### config.mk
export PLATFORM = sky130hd
export DESIGN_NAME = length_prefixed_market_message_parser_top
export DESIGN_NICKNAME = d
export VERILOG_FILES = /design/src/hdl/lmp_pkg.sv /design/src/hdl/length_prefixed_market_message_parser_top.sv /design/src/hdl/lmp_capture.sv
export SDC_FILE = /design/constraint.sdc
export NUM_CORES = 1
export LEC_CHECK = 0
export BUFFER_PORTS_ARGS = -buffer_cell sky130_fd_sc_hd__buf_2
export CORE_MARGIN = 5
export CORE_UTILIZATION = 59
export CTS_CLUSTER_SIZE = 10
export DETAILED_ROUTE_END_ITERATION = 8
export PLACE_DENSITY = 0.88
export SYNTH_ARGS = -nofsm -noshare
export SYNTH_HDL_FRONTEND = slang
export SYNTH_SLANG_ARGS = --single-unit
### constraint.sdc
create_clock -name i_clk -period 32 [get_ports i_clk]
set_input_delay 8 -clock i_clk [delete_from_list [all_inputs] [get_ports i_clk]]
set_output_delay 8 -clock i_clk [all_outputs]
set_load 0.05 [all_outputs]
### src/hdl/lmp_pkg.sv
package lmp_pkg;

    // Header length in bytes (big-endian payload length)
    localparam int HDR_LEN = 2;

    localparam int OUT_DATA_W = 368;
    localparam int OUT_USER_W = 2;

    // ASCII type codes of the decoded messages
    localparam logic [7:0] TYPE_ADD        = 8'h41; // A
    localparam logic [7:0] TYPE_ADD_MPID   = 8'h46; // F
    localparam logic [7:0] TYPE_EXEC       = 8'h45; // E
    localparam logic [7:0] TYPE_EXEC_PRICE = 8'h43; // C
    localparam logic [7:0] TYPE_CANCEL     = 8'h58; // X
    localparam logic [7:0] TYPE_DELETE     = 8'h44; // D
    localparam logic [7:0] TYPE_REPLACE    = 8'h55; // U
    localparam logic [7:0] TYPE_TRADE      = 8'h50; // P
    localparam logic [7:0] TYPE_CROSS      = 8'h51; // Q
    localparam logic [7:0] TYPE_BROKEN     = 8'h42; // B

    typedef enum logic [1:0] {
        PH_LEN_HI,
        PH_LEN_LO,
        PH_PAYLOAD,
        PH_STOPPED
    } t_phase;

    typedef struct packed {
        logic [15:0] locate;
        logic [47:0] time_stamp;
        logic [63:0] reference;
        logic [63:0] new_reference;
        logic [7:0]  side;
        logic [63:0] shares;
        logic [31:0] price;
    } t_caps;

    function automatic logic is_known(input logic [7:0] t);
        return t inside {TYPE_ADD, TYPE_ADD_MPID, TYPE_EXEC, TYPE_EXEC_PRICE, TYPE_CANCEL,
                         TYPE_DELETE, TYPE_REPLACE, TYPE_TRADE, TYPE_CROSS, TYPE_BROKEN};
    endfunction

endpackage

### src/hdl/length_prefixed_market_message_parser_top.sv
// Channel   Dir  Handshake                       Payload
// s_axis    in   s_axis_tvalid / s_axis_tready   tdata[7:0] feed_byte
// m_axis    out  m_axis_tvalid / m_axis_tready   tdata: message fields, tuser: flags
//
// One byte per clock while no result is held up: a byte is registered, then parsed and, on the
// last byte of a message, its result lands in the output register.
// Synchronous active-low reset returns the parser to the header state, clears the
// byte total and leaves session-end mode.
// A stalled output holds its result; input keeps flowing as long as no new result
// has to replace one still waiting.
module length_prefixed_market_message_parser_top
    import lmp_pkg::*;
(
    input  logic                  i_clk,
    input  logic                  i_rst_n,
    input  logic                  s_axis_tvalid,
    output logic                  s_axis_tready,
    input  logic [7:0]            s_axis_tdata,   // [7:0] feed_byte
    output logic                  m_axis_tvalid,
    input  logic                  m_axis_tready,
    // msg_type[7:0], msg_length[23:8], stock_locate[39:24], time_stamp[87:40],
    // reference[151:88], new_reference[215:152], side[223:216], shares[287:224],
    // price[319:288], total_bytes[367:320]
    output logic [OUT_DATA_W-1:0] m_axis_tdata,
    // known_type[0], session_end[1]
    output logic [OUT_USER_W-1:0] m_axis_tuser
);

    typedef struct packed {
        logic [7:0]  msg_type;
        logic        known_type;
        logic [15:0] msg_length;
        t_caps       caps;
        logic        session_end;
        logic [47:0] total_bytes;
    } t_result;

    // Input stage
    logic        r_in_valid;
    logic [7:0]  r_in_byte;

    // Parser state
    t_phase      r_phase, n_phase;
    logic [15:0] r_len, n_len;
    logic [15:0] r_idx, n_idx;
    logic [7:0]  r_type, n_type;
    t_caps       r_caps, n_caps;
    logic [47:0] r_total, n_total;

    // Output stage
    logic        r_out_valid;
    t_result     r_out;

    logic        w_adv;
    logic        w_emit;
    logic        w_last;
    logic        w_known;
    t_result     w_res;
    t_caps       w_cap_next;

    // Only a byte that finishes a result has to wait for the output register
    assign w_adv         = r_in_valid && (!w_emit || !r_out_valid || m_axis_tready);
    assign s_axis_tready = !r_in_valid || w_adv;

    // Type byte is at index zero; it is not a capture byte
    lmp_capture u_capture (
        .i_type (r_type),
        .i_idx  (r_idx),
        .i_byte (r_in_byte),
        .i_caps (r_caps),
        .o_caps (w_cap_next)
    );

    assign w_last = ({1'b0, r_idx} + 17'd1) >= {1'b0, r_len};

    // Next state
    always_comb begin
        n_phase = r_phase;
        n_len   = r_len;
        n_idx   = r_idx;
        n_type  = r_type;
        n_caps  = r_caps;
        n_total = r_total;
        case (r_phase)
            PH_LEN_HI: begin
                n_len   = {r_in_byte, 8'd0};
                n_phase = PH_LEN_LO;
            end
            PH_LEN_LO: begin
                n_len = {r_len[15:8], r_in_byte};
                if (n_len == 16'd0) begin
                    n_phase = PH_STOPPED;
                end else begin
                    n_phase = PH_PAYLOAD;
                    n_idx   = '0;
                    n_type  = '0;
                    n_caps  = '0;
                end
            end
            PH_PAYLOAD: begin
                if (r_idx == 16'd0) begin
                    n_type = r_in_byte;
                end else begin
                    n_caps = w_cap_next;
                end
                if (w_last) begin
                    n_phase = PH_LEN_HI;
                    n_total = r_total + 48'(HDR_LEN) + {32'd0, r_len};
                end else begin
                    n_idx = r_idx + 16'd1;
                end
            end
            PH_STOPPED: begin
                n_phase = PH_STOPPED;
            end
            default: begin
                n_phase = PH_LEN_HI;
            end
        endcase
    end

    // Result
    always_comb begin
        w_emit  = 1'b0;
        w_known = is_known(n_type);
        w_res   = '0;
        case (r_phase)
            PH_LEN_LO: begin
                if (r_in_byte == 8'd0 && r_len[15:8] == 8'd0) begin
                    w_emit            = 1'b1;
                    w_res.session_end = 1'b1;
                    w_res.total_bytes = r_total;
                end
            end
            PH_PAYLOAD: begin
                if (w_last) begin
                    w_emit            = 1'b1;
                    w_res.msg_type    = n_type;
                    w_res.known_type  = w_known;
                    w_res.msg_length  = r_len;
                    w_res.caps        = w_known ? n_caps : '0;
                    w_res.total_bytes = n_total;
                end
            end
            default: begin
                w_emit = 1'b0;
            end
        endcase
    end

    always_ff @(posedge i_clk) begin
        if (!i_rst_n) begin
            r_in_valid  <= 1'b0;
            r_out_valid <= 1'b0;
            r_phase     <= PH_LEN_HI;
            r_len       <= '0;
            r_idx       <= '0;
            r_type      <= '0;
            r_total     <= '0;
        end else begin
            if (s_axis_tready) begin
                r_in_valid <= s_axis_tvalid;
            end
            if (w_adv) begin
                r_phase <= n_phase;
                r_len   <= n_len;
                r_idx   <= n_idx;
                r_type  <= n_type;
                r_total <= n_total;
            end
            if (w_adv && w_emit) begin
                r_out_valid <= 1'b1;
            end else if (m_axis_tready) begin
                r_out_valid <= 1'b0;
            end
        end
    end

    // Payload registers
    always_ff @(posedge i_clk) begin
        if (s_axis_tready) begin
            r_in_byte <= s_axis_tdata;
        end
        if (w_adv) begin
            r_caps <= n_caps;
        end
        if (w_adv && w_emit) begin
            r_out <= w_res;
        end
    end

    assign m_axis_tvalid = r_out_valid;
    assign m_axis_tdata  = {r_out.total_bytes, r_out.caps.price, r_out.caps.shares,
                            r_out.caps.side, r_out.caps.new_reference,
                            r_out.caps.reference, r_out.caps.time_stamp,
                            r_out.caps.locate, r_out.msg_length, r_out.msg_type};
    assign m_axis_tuser  = {r_out.session_end, r_out.known_type};

    a_end_stops: assert property (@(posedge i_clk) disable iff (!i_rst_n)
        (r_out_valid && r_out.session_end) |-> (r_phase == PH_STOPPED))
        else $error("session-end result without stopped parser");

    a_stop_holds: assert property (@(posedge i_clk) disable iff (!i_rst_n)
        (r_phase == PH_STOPPED) |=> (r_phase == PH_STOPPED))
        else $error("parser left stopped state without reset");

    a_payload_len: assert property (@(posedge i_clk) disable iff (!i_rst_n)
        (r_phase == PH_PAYLOAD) |-> (r_len != 16'd0 && r_idx < r_len))
        else $error("payload index outside message length");

    a_ready_stall: assert property (@(posedge i_clk) disable iff (!i_rst_n)
        !s_axis_tready |-> (r_in_valid && r_out_valid && !m_axis_tready))
        else $error("input stalled without a blocked result");

endmodule

### src/hdl/lmp_capture.sv
module lmp_capture
    import lmp_pkg::*;
(
    input  logic [7:0]  i_type,
    input  logic [15:0] i_idx,
    input  logic [7:0]  i_byte,
    input  t_caps       i_caps,
    output t_caps       o_caps
);

    // Drop byte b into its big-endian lane if idx falls in [off, off+len)
    function automatic logic [63:0] put(input logic [63:0] cap, input logic [15:0] idx,
                                        input int off, input int len, input logic [7:0] b);
        logic [63:0] r;
        r = cap;
        for (int k = 0; k < 8; k++) begin
            if (k < len && idx == 16'(off + k)) begin
                r[8 * (len - 1 - k) +: 8] = b;
            end
        end
        return r;
    endfunction

    logic [63:0] w_loc, w_tim, w_ref, w_nref, w_side, w_shr, w_prc;

    always_comb begin
        w_loc  = {48'd0, i_caps.locate};
        w_tim  = {16'd0, i_caps.time_stamp};
        w_ref  = i_caps.reference;
        w_nref = i_caps.new_reference;
        w_side = {56'd0, i_caps.side};
        w_shr  = i_caps.shares;
        w_prc  = {32'd0, i_caps.price};

        w_loc = put(w_loc, i_idx, 1, 2, i_byte);
        w_tim = put(w_tim, i_idx, 5, 6, i_byte);

        if (i_type inside {TYPE_ADD, TYPE_ADD_MPID, TYPE_TRADE}) begin
            w_ref  = put(w_ref, i_idx, 11, 8, i_byte);
            w_side = put(w_side, i_idx, 19, 1, i_byte);
            w_shr  = put(w_shr, i_idx, 20, 4, i_byte);
            w_prc  = put(w_prc, i_idx, 32, 4, i_byte);
        end else if (i_type inside {TYPE_EXEC, TYPE_EXEC_PRICE, TYPE_CANCEL}) begin
            w_ref = put(w_ref, i_idx, 11, 8, i_byte);
            w_shr = put(w_shr, i_idx, 19, 4, i_byte);
            if (i_type == TYPE_EXEC_PRICE) begin
                w_prc = put(w_prc, i_idx, 32, 4, i_byte);
            end
        end else if (i_type inside {TYPE_DELETE, TYPE_BROKEN}) begin
            w_ref = put(w_ref, i_idx, 11, 8, i_byte);
        end else if (i_type == TYPE_REPLACE) begin
            w_ref  = put(w_ref, i_idx, 11, 8, i_byte);
            w_nref = put(w_nref, i_idx, 19, 8, i_byte);
            w_shr  = put(w_shr, i_idx, 27, 4, i_byte);
            w_prc  = put(w_prc, i_idx, 31, 4, i_byte);
        end else if (i_type == TYPE_CROSS) begin
            w_shr = put(w_shr, i_idx, 11, 8, i_byte);
            w_prc = put(w_prc, i_idx, 27, 4, i_byte);
        end
    end

    assign o_caps.locate        = w_loc[15:0];
    assign o_caps.time_stamp    = w_tim[47:0];
    assign o_caps.reference     = w_ref;
    assign o_caps.new_reference = w_nref;
    assign o_caps.side          = w_side[7:0];
    assign o_caps.shares        = w_shr;
    assign o_caps.price         = w_prc[31:0];

endmodule

==> metrics.txt <==
most used cell along the critical path buf_2; H-tree depth 3; final core utilization 67.5%; IO Pins between 300 and 400; Mapped Cells ~2800; Crit path arrival time 9030 ps; GRT Total Usage 29.7%; CTS sink cnt 766; Ys Warns 0; num rows 89; busiest grt layer met2; Num CTS Buffers 88; initial antenna violation count 1; synth unique cells 83; status completed; layout cells sized above 1 19.1%; post-CTS sizing 0; Leakage 12.7 nW; RSZ-0062 raised after global routing no; Initial Util 59.2%; hpwl dp 62.1 mm; Final nets 3167; crit-path max cell delay about 470 ps; met2 usage 47.9%; DRC Markers 0; Synth area leaders edfxtp_1 (58%), nor3b_1 (5.8%), dfxtp_1 (5.3%); DRT iter0 DRCs 3064; crit path kind in2out; clock root buffer clkbuf_16; crit path time final 17030 ps; number of iterations in the first detailed-routing pass 7; final non-filler cell area 39600 um^2; via count 26000; CTS tree yes; Remaining Overflow, GRT 0; Critical Path Fanout Max 10; Die W 253 um; Die Area 63900 um^2; Post-synth top flop edfxtp_1; max_cap viols 0; vias in the first global route 24900; Crit-path slowest cell or2_2; Synth top area share 58.2%; worst path bufs/invs 2; top-count cell post-synth edfxtp_1; routed len/inst 25.5 um; met3 usage 6.49%; leading area contributor after synthesis edfxtp_1; Final Hold Fails 0; startpoint types primary input; Tot Pwr 2.47 mW; core area approximately 59000 um^2; setup bufs post-CTS 0; share of flip-flops with an asynchronous set or reset 0%; PwrDens 62.4 nW/um^2; Final Wtd Congestion 0.928; Tightest Pin Transition about 1400 ps; first-pass GRT wire length between 100 and 150 mm; Post-Syn Area 34800 um^2; Layout area overhead 14.0%; Max IR drop VDD 0.0000436 V; Syn Area/Cell around 13 um^2; largest net degree at the start of global routing ~160; Synthesized Nets 2850; Final Skew 23.0 ps; fin crit share between 50% and 60%; Vias/cell 6.66; Fmax achieved 58.7 MHz; Worst setup EP type primary output; Fin Setup TNS 0 ps; crit-path cells buf_2 > nand2b_1 > or2_2 > buf_2; I/O Buffers 383; total routed wirelength around 100 mm; met1 GRT Util 39.8%; EDFF count, synth 674; Final Setup Violations 0; post-route antenna net violation count 0; Placed Area between 30000 and 40000 um^2; die height 253 um; max-slew violations 0; ANT cells 0; clock transition at the registers of the reported paths 60 ps; sequential share of the synthesized area between 60% and 70%; clk_lat worst skew about 640 ps; CTS Buffer Depth 3; #FFs+latches synth 766; worst min path class reg2reg; Slew HR approximately 10%; required time worst endpoint 24000 ps; Hold Buf Count CTS 0; Worst path top cell family by delay simple AND/OR/NAND/NOR gates; commonest cells in the synthesized netlist edfxtp_1 (674), nor3b_1 (269), nand2_1 (246)
## sequential cells by signal, summed over array words and instances, names as in the netlist
signal,count
m_axis_tdata,368
m_axis_tuser,2
m_axis_tvalid,1
r_caps,296
r_idx,16
r_in_byte,8
r_in_valid,1
r_len,16
r_phase,2
r_total,48
r_type,8
## logic make-up after synthesis
logic type,share of synthesized area (%)
AND/OR/NAND/NOR,16.0
AO/OA/AOI/OAI,13.5
XOR/XNOR,1.44
flip-flops,63.5
adder cells (fa/ha/maj),2.11
multiplexers,0.691
buffers and inverters,2.77
## power breakdown
| part | leakage (nW) | switching (mW) | internal [mW] | total, mW |
|---|---|---|---|---|
| Sequential | 6.56 | 0.0346 | 1.21 | 1.24 |
| Combinational | 4.97 | 0.222 | 0.113 | 0.334 |
| Clock | 1.20 | 0.385 | 0.515 | 0.900 |
## layout by cell type, fill, tap and decap left out, types with 25 or more instances in the layout
cell type	synthesis	layout
a21o_1	39	39
a21oi_1	96	95
a22o_1	208	208
a22oi_1	35	35
buf_2	20	383
buf_4	15	34
clkbuf_16	0	90
dfxtp_1	92	92
edfxtp_1	674	674
ha_1	57	56
inv_1	39	37
nand2_1	246	246
nand3_1	54	54
nand4_1	25	25
nor2_1	180	178
nor3_1	56	56
nor3b_1	269	269
nor3b_2	25	25
o21ai_0	174	173
xnor2_1	33	33
## worst register-to-register path, delay by kind of cell, from the launching register on
family | cells | cell delay [ps]
DFF | 1 | 610
and+or+nand+nor | 9 | 2540
buffers and inverters | 4 | 2720
xor gates and xnor gates | 1 | 140
AOI/OAI and AO/OA | 2 | 910
adders and majority gates | 1 | 330
## worst paths after layout
kind,cells after the start,end,from,slack (ps)
worst min register to register,2,r_total[0]$_SDFFE_PN0P_,r_total[0]$_SDFFE_PN0P_,480
worst min-delay path,2,r_total[0]$_SDFFE_PN0P_,r_total[0]$_SDFFE_PN0P_,480
worst max register to register,17,m_axis_tdata[132]$_SDFFCE_PN0P_,r_idx[2]$_SDFFE_PN0P_,24270
worst max-delay path,4,s_axis_tready,m_axis_tready,14970
## layer usage
| layer | wire [um] | part of all wire [%] | vias to the layer above |
|---|---|---|---|
| met5 | 13 | 0.013 | - |
| li1 | - | - | 11200 |
| met2 | 47500 | 48 | 1751 |
| met3 | 10800 | 11 | 283 |
| met4 | 3920 | 3.9 | 2 |
| met1 | 37300 | 37 | 12700 |
## cell type report
| type | count | area, um^2 |
|---|---|---|
| fillers | 3970 | 19100 |
| flip-flops and latches | 766 | 22100 |
| repair buffers | 417 | 2170 |
| inverters | 41 | 161 |
| clock inverters | 8 | 90.1 |
| multi-input cells | 1783 | 11800 |
| clock buffers | 115 | 2380 |
| well taps | 773 | 967 |
## metrics by stage
step,cells,setup WS (ps),hold WS (ps)
after floorplan,2780,4440,449
after global placement,3780,15030,461
after detailed placement,3780,14990,469
after CTS,3903,14990,476
after global routing,3903,14940,514
final,3903,14970,477
Note: power is estimated with default switching activity, not from simulation.
